File: config.mk
export PLATFORM = sky130hd
export DESIGN_NAME = animation_frame_index
export DESIGN_NICKNAME = d
export VERILOG_FILES = /design/src/rtl/core/afi_pkg.sv /design/src/rtl/core/afi_div.sv /design/src/rtl/core/animation_frame_index.sv
export SDC_FILE = /design/constraint.sdc
export NUM_CORES = 2
export LEC_CHECK = 0
export BUFFER_PORTS_ARGS = -buffer_cell sky130_fd_sc_hd__buf_2
export CORE_MARGIN = 5
export CORE_UTILIZATION = 60
export DETAILED_ROUTE_END_ITERATION = 8
export PLACE_DENSITY = 0.79
export SYNTH_ARGS = -nofsm -noshare
export SYNTH_HDL_FRONTEND = slang
export SYNTH_MEMORY_MAX_BITS = 65536
export SYNTH_SLANG_ARGS = --single-unit
File: constraint.sdc
create_clock -name clk -period 63 [get_ports clk]
set_input_delay 3.15 -clock clk [delete_from_list [all_inputs] [get_ports clk]]
set_output_delay 3.15 -clock clk [all_outputs]
set_load 0.02 [all_outputs]
File: src/rtl/core/afi_pkg.sv
`timescale 1ns / 1ps
// afi_pkg: widths, register indexes, play mode codes and result type for the
// animation frame index block. No dependencies.

package afi_pkg;

  localparam int TIME_W         = 31;
  localparam int DUR_W          = 16;
  localparam int MODE_W         = 3;
  localparam int COUNT_W        = 9;
  localparam int INDEX_W        = 8;
  localparam int CFG_ADDR_W     = 2;
  localparam int CFG_DATA_W     = 16;
  localparam int IN_TDATA_W     = 32;
  localparam int MAX_FRAMES_DEF = 256;

  localparam logic [CFG_ADDR_W-1:0] CFG_DURATION = 2'd0;
  localparam logic [CFG_ADDR_W-1:0] CFG_MODE     = 2'd1;
  localparam logic [CFG_ADDR_W-1:0] CFG_COUNT    = 2'd2;

  localparam logic [MODE_W-1:0] MODE_NORMAL        = 3'd0;
  localparam logic [MODE_W-1:0] MODE_REVERSED      = 3'd1;
  localparam logic [MODE_W-1:0] MODE_LOOP          = 3'd2;
  localparam logic [MODE_W-1:0] MODE_LOOP_REVERSED = 3'd3;
  localparam logic [MODE_W-1:0] MODE_PINGPONG      = 3'd4;

  typedef struct packed {
    logic               empty_error;
    logic [INDEX_W-1:0] frame_index;
  } result_t;

endpackage

File: src/rtl/core/afi_div.sv
`timescale 1ns / 1ps
// afi_div: pipelined restoring divider, one quotient bit per stage, with a
// sideband carried alongside each word. Depends on afi_pkg for default widths.

module afi_div #(
  parameter int NW = afi_pkg::TIME_W,
  parameter int DW = afi_pkg::DUR_W,
  parameter int SW = 1
) (
  input  logic          clk,
  input  logic          rst,
  input  logic          en,
  input  logic          in_valid,
  input  logic [NW-1:0] num,
  input  logic [DW-1:0] den,
  input  logic [SW-1:0] side,
  output logic          out_valid,
  output logic [NW-1:0] quo,
  output logic [DW-1:0] rem,
  output logic [SW-1:0] out_side
);

  logic          vld_s  [NW];
  logic [NW-1:0] num_s  [NW];
  logic [NW-1:0] quo_s  [NW];
  logic [DW-1:0] rem_s  [NW];
  logic [SW-1:0] side_s [NW];

  for (genvar g = 0; g < NW; g++) begin : g_stage
    logic          vld_in;
    logic [NW-1:0] num_in;
    logic [NW-1:0] quo_in;
    logic [DW-1:0] rem_in;
    logic [SW-1:0] side_in;
    logic [DW:0]   shifted;
    logic [DW:0]   diff;
    logic          take;

    if (g == 0) begin : g_first
      assign vld_in  = in_valid;
      assign num_in  = num;
      assign quo_in  = '0;
      assign rem_in  = '0;
      assign side_in = side;
    end else begin : g_next
      assign vld_in  = vld_s[g-1];
      assign num_in  = num_s[g-1];
      assign quo_in  = quo_s[g-1];
      assign rem_in  = rem_s[g-1];
      assign side_in = side_s[g-1];
    end

    always_comb begin
      shifted = {rem_in, num_in[NW-1]};
      diff    = shifted - {1'b0, den};
      take    = (shifted >= {1'b0, den});
    end

    always_ff @(posedge clk) begin
      if (rst) begin
        vld_s[g] <= 1'b0;
      end else if (en) begin
        vld_s[g] <= vld_in;
      end
    end

    always_ff @(posedge clk) begin
      if (en) begin
        rem_s[g]  <= take ? diff[DW-1:0] : shifted[DW-1:0];
        num_s[g]  <= num_in << 1;
        quo_s[g]  <= {quo_in[NW-2:0], take};
        side_s[g] <= side_in;
      end
    end
  end

  assign out_valid = vld_s[NW-1];
  assign quo       = quo_s[NW-1];
  assign rem       = rem_s[NW-1];
  assign out_side  = side_s[NW-1];

endmodule

File: src/rtl/core/animation_frame_index.sv
`timescale 1ns / 1ps
// Animation key-frame selector: elapsed time in, frame index and empty flag out.
// Depends on afi_pkg and afi_div.
//
// Takes one word per cycle while s_axis_tready is high and returns one word per
// input word, in order, after passing through an input register, a 31-stage
// divider for time / duration, one compare stage, a second 31-stage divider
// for the wrap modulus, one index stage and the output register. A two-entry
// output buffer lets the pipeline keep taking words after the output stalls,
// until a word lands in its second entry. Write the configuration
// registers only while no word is in flight.

module animation_frame_index #(
  parameter int MAX_FRAMES = afi_pkg::MAX_FRAMES_DEF
) (
  input  logic                              clk,
  input  logic                              rst,
  input  logic                              cfg_we,
  input  logic [afi_pkg::CFG_ADDR_W-1:0]    cfg_addr,
  input  logic [afi_pkg::CFG_DATA_W-1:0]    cfg_data,
  input  logic                              s_axis_tvalid,
  output logic                              s_axis_tready,
  input  logic [afi_pkg::IN_TDATA_W-1:0]    s_axis_tdata,  // [30:0] elapsed_time
  output logic                              m_axis_tvalid,
  input  logic                              m_axis_tready,
  output logic [afi_pkg::INDEX_W-1:0]       m_axis_tdata,  // [7:0] frame_index
  output logic                              m_axis_tuser   // [0] empty_error
);

  localparam int LW = $clog2(MAX_FRAMES + 1);
  localparam int PW = $clog2(2 * MAX_FRAMES - 1);
  localparam int TW = afi_pkg::TIME_W;
  localparam int SW = LW + 3;

  logic [afi_pkg::DUR_W-1:0]   frame_duration;
  logic [afi_pkg::MODE_W-1:0]  play_mode;
  logic [afi_pkg::COUNT_W-1:0] frame_count;

  logic [afi_pkg::DUR_W-1:0] dur_eff;
  logic [LW-1:0]             len;
  logic [LW-1:0]             len_m1;
  logic [PW-1:0]             period;
  logic [PW-1:0]             mod_den;
  logic                      len_zero;
  logic                      len_one;

  logic          en;
  logic          in_valid;
  logic [TW-1:0] in_time;

  logic          q_valid;
  logic [TW-1:0] q;
  logic [1:0]    q_side;

  logic          mid_valid;
  logic [TW-1:0] mid_q;
  logic [SW-1:0] mid_side;

  logic          r_valid;
  logic [PW-1:0] r;
  logic [SW-1:0] r_side;
  logic          r_empty;
  logic          r_one;
  logic          r_ge;
  logic [LW-1:0] r_qlo;
  logic [LW-1:0] idx;

  logic             fin_valid;
  afi_pkg::result_t fin_data;
  logic             skid_valid;
  afi_pkg::result_t skid_data;
  afi_pkg::result_t out_data;

  always_ff @(posedge clk) begin
    if (rst) begin
      frame_duration <= afi_pkg::DUR_W'(1);
      play_mode      <= afi_pkg::MODE_NORMAL;
      frame_count    <= '0;
    end else if (cfg_we) begin
      unique case (cfg_addr)
        afi_pkg::CFG_DURATION: frame_duration <= cfg_data;
        afi_pkg::CFG_MODE:     play_mode      <= cfg_data[afi_pkg::MODE_W-1:0];
        afi_pkg::CFG_COUNT:    frame_count    <= cfg_data[afi_pkg::COUNT_W-1:0];
        default: ;
      endcase
    end
  end

  always_comb begin
    dur_eff = (frame_duration == '0) ? afi_pkg::DUR_W'(1) : frame_duration;
    if (int'(frame_count) > MAX_FRAMES) begin
      len = LW'(MAX_FRAMES);
    end else begin
      len = LW'(frame_count);
    end
    len_m1   = len - LW'(1);
    period   = (PW'(len) << 1) - PW'(2);
    mod_den  = (play_mode == afi_pkg::MODE_PINGPONG) ? period : PW'(len);
    len_zero = (len == '0);
    len_one  = (len == LW'(1));
  end

  assign en            = !skid_valid;
  assign s_axis_tready = en;

  always_ff @(posedge clk) begin
    if (rst) begin
      in_valid <= 1'b0;
    end else if (en) begin
      in_valid <= s_axis_tvalid;
    end
  end

  always_ff @(posedge clk) begin
    if (en) begin
      in_time <= s_axis_tdata[TW-1:0];
    end
  end

  afi_div #(
    .NW(TW),
    .DW(afi_pkg::DUR_W),
    .SW(2)
  ) u_div_time (
    .clk      (clk),
    .rst      (rst),
    .en       (en),
    .in_valid (in_valid),
    .num      (in_time),
    .den      (dur_eff),
    .side     ({len_zero, len_one}),
    .out_valid(q_valid),
    .quo      (q),
    .rem      (),
    .out_side (q_side)
  );

  always_ff @(posedge clk) begin
    if (rst) begin
      mid_valid <= 1'b0;
    end else if (en) begin
      mid_valid <= q_valid;
    end
  end

  always_ff @(posedge clk) begin
    if (en) begin
      mid_q    <= q;
      mid_side <= {q_side, (q >= TW'(len_m1)), q[LW-1:0]};
    end
  end

  afi_div #(
    .NW(TW),
    .DW(PW),
    .SW(SW)
  ) u_div_wrap (
    .clk      (clk),
    .rst      (rst),
    .en       (en),
    .in_valid (mid_valid),
    .num      (mid_q),
    .den      (mod_den),
    .side     (mid_side),
    .out_valid(r_valid),
    .quo      (),
    .rem      (r),
    .out_side (r_side)
  );

  always_comb begin
    {r_empty, r_one, r_ge, r_qlo} = r_side;
    case (play_mode)
      afi_pkg::MODE_REVERSED:      idx = r_ge ? '0 : (len_m1 - r_qlo);
      afi_pkg::MODE_LOOP:          idx = LW'(r);
      afi_pkg::MODE_LOOP_REVERSED: idx = len_m1 - LW'(r);
      afi_pkg::MODE_PINGPONG:      idx = (r >= PW'(len)) ? LW'(period - r) : LW'(r);
      default:                     idx = r_ge ? len_m1 : r_qlo;
    endcase
    if (r_empty || r_one) begin
      idx = '0;
    end
  end

  always_ff @(posedge clk) begin
    if (rst) begin
      fin_valid <= 1'b0;
    end else if (en) begin
      fin_valid <= r_valid;
    end
  end

  always_ff @(posedge clk) begin
    if (en) begin
      fin_data.frame_index <= afi_pkg::INDEX_W'(idx);
      fin_data.empty_error <= r_empty;
    end
  end

  always_ff @(posedge clk) begin
    if (rst) begin
      m_axis_tvalid <= 1'b0;
      skid_valid    <= 1'b0;
    end else if (!m_axis_tvalid || m_axis_tready) begin
      if (skid_valid) begin
        m_axis_tvalid <= 1'b1;
        skid_valid    <= 1'b0;
      end else begin
        m_axis_tvalid <= fin_valid;
      end
    end else if (fin_valid && !skid_valid) begin
      skid_valid <= 1'b1;
    end
  end

  always_ff @(posedge clk) begin
    if (!m_axis_tvalid || m_axis_tready) begin
      out_data <= skid_valid ? skid_data : fin_data;
    end else if (!skid_valid) begin
      skid_data <= fin_data;
    end
  end

  assign m_axis_tdata = out_data.frame_index;
  assign m_axis_tuser = out_data.empty_error;

endmodule
* After elaboration in Yosys (flattened, before gate mapping)
Memory sizes are Yosys's and may differ from the RTL's. A register that Yosys moved wholly into a read port is not among the register bits.
Cells that the tools add are included.
** Storage, ports and cells
- Register bits after elaboration :: 132
- Memory bits (writable) :: 4092
- Input bits :: 55
- Output and inout port bits :: 11
- Logic and storage cells :: 378
- Memories kept :: 9
** Memory list
- u_div_time.quo_s :: depth 31, width 31, rd ports 31, clocked after memory_dff 0, wr ports 31, RTL line afi_div.sv:25 : logic [NW-1:0] quo_s [NW];
- u_div_time.num_s :: depth 31, width 30, rd ports 30, clocked after memory_dff 0, wr ports 31, RTL line afi_div.sv:24 : logic [NW-1:0] num_s [NW];
- u_div_wrap.num_s :: depth 31, width 30, rd ports 30, clocked after memory_dff 0, wr ports 31, RTL line afi_div.sv:24
- u_div_time.rem_s :: depth 31, width 16, rd ports 30, clocked after memory_dff 0, wr ports 31, RTL line afi_div.sv:26 : logic [DW-1:0] rem_s [NW];
- u_div_wrap.side_s :: depth 31, width 12, rd ports 31, clocked after memory_dff 0, wr ports 31, RTL line afi_div.sv:27 : logic [SW-1:0] side_s [NW];
- u_div_wrap.rem_s :: depth 31, width 9, rd ports 31, clocked after memory_dff 0, wr ports 31, RTL line afi_div.sv:26
- +3 memories
** Cells by class
- Add/subtract/negate cells :: 67
- Magnitude comparators :: 65
- Equal/unequal tests :: 7
- Multiplexer cells :: 138
- Bitwise operators :: 62
- Reductions and logical operators :: 15
** Operator list (number)
- $mux 16 :: 32
- $ge 17x16->1 :: 30
- $sub 16x16->16 :: 30
- $mux 9 :: 34
- $ge 10x9->1 :: 30
- $sub 9x9->9 :: 30
- $mux 1 :: 68
- $or 1x1->1 :: 62
- $pmux 8 s4 :: 1
- $ge 31x9->1 :: 1
- $mux 8 :: 3
- $sub 8x8->8 :: 3
- $ge 1x16->1 :: 1
- $logic_not 16->1 :: 1
- $sub 1x16->16 :: 1
- $eq 9x1->1 const B :: 1
- $ge 1x9->1 :: 1
- $ge 9x9->1 :: 1
- $gt 9x9->1 const B :: 1
- $logic_not 9->1 :: 1
- $sub 1x9->9 :: 1
- $sub 9x1->9 const B :: 1
- $sub 9x2->9 const B :: 1
- $eq 3x2->1 const B :: 2
- 10 further kinds :: 17

* Logic depth before layout (Yosys ltp)
- Depth after elaboration :: 6
- Gate-level depth with buffers :: 17
- Gate-level depth less buffers :: 15

* Cells and area by module
A second synthesis with hierarchy kept.
** Second synthesis, totals
- Cells, all modules :: 9255
- Area total of the unflattened synthesis :: 144586.2 µm²
** Modules (own cells, without submodules)
- afi_div at u_div_time :: times used 1, cells each 5243, area each 74436.4 µm², sequential area each 46544.6 µm²
- afi_div at u_div_wrap :: times used 1, cells each 3447, area each 63853.7 µm², sequential area each 49337.3 µm²
- animation_frame_index :: times used 1, cells each 565, area each 6296.0 µm², sequential area each 3423.3 µm²

* Least setup slack after synthesis
No wires, ideal clock.
- Kind :: register to output
- From :: register skid_valid
- To :: output s_axis_tready
- Data arrival time :: 47.784 ns
- Required time :: 59.850 ns
- Path slack :: 12.066 ns
- Cell stages (with the launch flop) :: 4
- Path buffers :: 2
- Path through :: dfxtp_1 > clkbuf_1 > clkbuf_1 > inv_1
** Between the ends
- Word-level cells in the longest chain between the ends :: 1
** RTL lines
- start: declaration :: RTL line animation_frame_index.sv:70 : logic skid_valid;
- start signal: assignment :: RTL line animation_frame_index.sv:203 : skid_valid <= 1'b0;
- start signal: assignment :: RTL line animation_frame_index.sv:207 : skid_valid <= 1'b0;
- start signal: assignment :: RTL line animation_frame_index.sv:212 : skid_valid <= 1'b1;
- $logic_not 1->1
- end: declaration :: RTL line animation_frame_index.sv:22 : output logic s_axis_tready,
Every way passes these cells.

==> results_dict.tcl <==
set metrics [dict create \
    fin_cells 11915 \
    clockBufferDepth 4 \
    timing.fmax_ghz 0.149 \
    fp.dieW_um 457 \
    worst_pin_slew_ns 1.20 \
    placedCellCount 11447 \
    ys_seq_area_frac 0.640 \
    utilization 0.665 \
    setup_viol_count_final 0 \
    p_per_area_nw_per_um2 54.1 \
    gp_congestion 0.878 \
    ant_nets 0 \
    synth-warning-count 0 \
    p_leak_nw 49.3 \
    critPathRequiredTime_ns 63.51 \
    grt_util_all_layers 0.222 \
    synthArstFlopShare 0 \
    synth_ff_type "edfxtp_1" \
    drive_gt1_frac 0.0967 \
    rows 164 \
    min_period_ns 6.72 \
    register_area_um2 76600 \
    io_buffer_count 64 \
    htree_levels 5 \
    dp_hpwl_um 153000 \
    fin_tns_setup_ns 0 \
    vias 71354 \
    overflow 0 \
    start_kind "register" \
    clk_latency_ns 0.91 \
    cts_buffers 278 \
    firstDrtPassIters 6 \
    max_cap_violations 0 \
    finalHoldViolCount 0 \
    r2r_setup_slack_ns 56.28 \
    root_buffer "clkbuf_16" \
    end_kind "register" \
    synth_nets 9659 \
    wirelength_um 237000 \
    grt_antenna_before_repair 1 \
    nNetsFinal 9983 \
    drt_iter0_drc 5695 \
    holdWs_ns 0.378 \
    synthesis.area_um2 120000 \
    drc_errors 0 \
    cts.repair.resized 0 \
    via_per_inst 5.99 \
    criticalPathCategory "reg -> reg" \
    boundaryPins 66 \
    cts_sinks 2563 \
    wl_per_cell_um 19.9 \
    grt_max_degree 207 \
    synth_edf_count 2530 \
    n_fill_cell 13729 \
    synth_seq_cells 2563 \
    synth_cell_type_count 69 \
    grt_pass1_vias 71058 \
    die-height_um 457 \
    whs_path_depth 0 \
    syn2layout_area_growth_pct 10.6 \
    avgSynthCellArea_um2 13.7 \
    synth_top_area_cell "edfxtp_1" \
    outcome "finished clean" \
    syn_inst 8747 \
    holdPathEnd "u_div_time.quo_s[1][194]" \
    start_util 0.601 \
    drv_slew 0 \
    grt_pass1_wl_um 373000 \
    synthTopCellsByArea "edfxtp_1, ha_1, o21ai_0, mux2_2, a21oi_1" \
    ff2ff_path_depth 8 \
    worstHoldPathType "reg -> reg" \
    rsz0062_at_grt "false" \
    fin_crit_sh 0.107 \
    netlist.area_leader.share 0.634 \
    cts_tree "yes" \
    core_um2 199000 \
    worstReg2RegStart "skid_valid" \
    post_cts_buffers 0 \
    rr_endpoint "u_div_time.rem_s[0][229]" \
    crit_fanout 83 \
    multiInputGateArea_um2 41300 \
    die_area_um2 209000 \
    finClkSkew_ns 0.0608 \
    clk_pin_slew_ns 0.06 \
    hold_buffers 0 \
    critPathArrivalTime_ns 7.23 \
    holdCritStartpoint "u_div_time.quo_s[1][162]" \
    maxSlewHeadroom 0.202 \
    peakVddDrop_mv 0.0366 \
]
where the power goes:
part | internal [W] | leakage (nW) | switching [W]
logic | 0.00120 | 19.2 | 0.00149
registers | 0.00266 | 25.9 | 0.000263
clock network | 0.000932 | 4.22 | 0.000632
total | 0.00479 | 49.3 | 0.00238
synth_stat cells, types with 136 or more instances:
master	number
ha_1	795
inv_1	399
xor2_1	175
nor3_1	211
o21ai_0	580
o21a_1	226
nand2_1	563
a21oi_1	463
xnor2_1	257
a21o_1	136
nor2b_1	209
nor2_1	361
mux2_2	219
edfxtp_1	2530
metrics by stage:
stage               area (µm²)  worst slack (ns)  total power (W)
floorplan               120000             12.07          0.00492
global placement        124000             56.46          0.00546
global route            133000             55.81          0.00764
detailed placement      124000             56.26          0.00559
CTS                     133000             56.27          0.00720
finish                  133000             56.28          0.00717
layout by cell type (no fill, tap or decap), types with 46 or more instances in the layout:
| cell type | instances |
|---|---|
| clkbuf_16 | 285 |
| o22ai_1 | 49 |
| or3_1 | 107 |
| and3_1 | 69 |
| o21a_1 | 226 |
| nor2_1 | 359 |
| nand2b_1 | 103 |
| nand4_1 | 125 |
| inv_1 | 397 |
| buf_4 | 91 |
| xor2_1 | 175 |
| o31ai_1 | 116 |
| nor4_1 | 58 |
| nand2_1 | 563 |
| mux2_2 | 219 |
| and2_1 | 87 |
| nand3_1 | 110 |
| xnor2_1 | 257 |
| a21oi_1 | 455 |
| clkbuf_1 | 47 |
| clkinv_1 | 46 |
| or2_2 | 58 |
| o21ai_0 | 580 |
| fa_1 | 62 |
| a21o_1 | 136 |
| edfxtp_1 | 2530 |
| nor3_1 | 211 |
| nor2b_1 | 209 |
| mux2i_1 | 78 |
| buf_2 | 64 |
| ha_1 | 795 |
| a211oi_1 | 88 |
| o31a_1 | 54 |
worst max-delay path: stages (launching register included):
cell and delay (ns):
dfxtp_1 0.30, buf_4 0.24, inv_8 0.42, buf_4 0.78, buf_4 0.89, buf_4 0.82
buf_4 0.90, buf_4 0.85, buf_4 0.78
state kept, by name, indices dropped and copies added (netlist names), 3 cells and up:
name and flops:
u_div_wrap.side_s 363, fin_data 9, u_div_wrap.rem_s 279, u_div_time.quo_s 496, m_axis_tdata 8, mid_side 3
play_mode 3, u_div_time.side_s 62, u_div_wrap.num_s 231, mid_q 31, frame_duration 16, in_time 31
u_div_time.num_s 465, frame_count 9, u_div_time.vld_s 31, skid_data 9, u_div_wrap.vld_s 31, u_div_time.rem_s 480
worst max path at each step:
| stage | from | endpoint | cells after the start |
|---|---|---|---|
| 5_1_grt | skid_valid | u_div_time.rem_s[0][228] | 8 |
| 3_5_place_dp | skid_valid | u_div_time.num_s[0][159] | 8 |
| 4_1_cts | skid_valid | u_div_time.rem_s[0][228] | 8 |
| 3_3_place_gp | skid_valid | u_div_time.num_s[0][386] | 8 |
| 6_report | skid_valid | u_div_time.rem_s[0][229] | 8 |
| 2_1_floorplan | skid_valid | s_axis_tready | 3 |
area by class of cell:
| class | count | area share |
|---|---|---|
| diodes | 2 | 0.0000378 |
| clock buffers | 337 | 0.0557 |
| clock inverters | 129 | 0.00976 |
| inverters | 403 | 0.0115 |
| multi-input cells | 5667 | 0.312 |
| flip-flops and latches | 2563 | 0.578 |
| well taps | 2656 | 0.0251 |
| repair buffers | 158 | 0.00803 |
cell families (layout without fill, tap and decap cells):
group | after synthesis | after routing | synth area share
buffers and inverters | 517 | 1027 | 0.0162
adder cells (fa/ha/maj) | 857 | 857 | 0.0934
other | 0 | 2 | 0
XOR/XNOR | 432 | 432 | 0.0316
flip-flops | 2563 | 2563 | 0.640
AO/OA/AOI/OAI | 1985 | 1985 | 0.104
multiplexers | 298 | 298 | 0.0273
AND/OR/NAND/NOR | 2095 | 2095 | 0.0873
per-layer routing:
layer	part of all wire	track usage
met4	0.051	0.106
met5	0	0
met2	0.49	0.378
met3	0.047	0.0305
met1	0.41	0.283
Power figures use the tool's default switching activity.
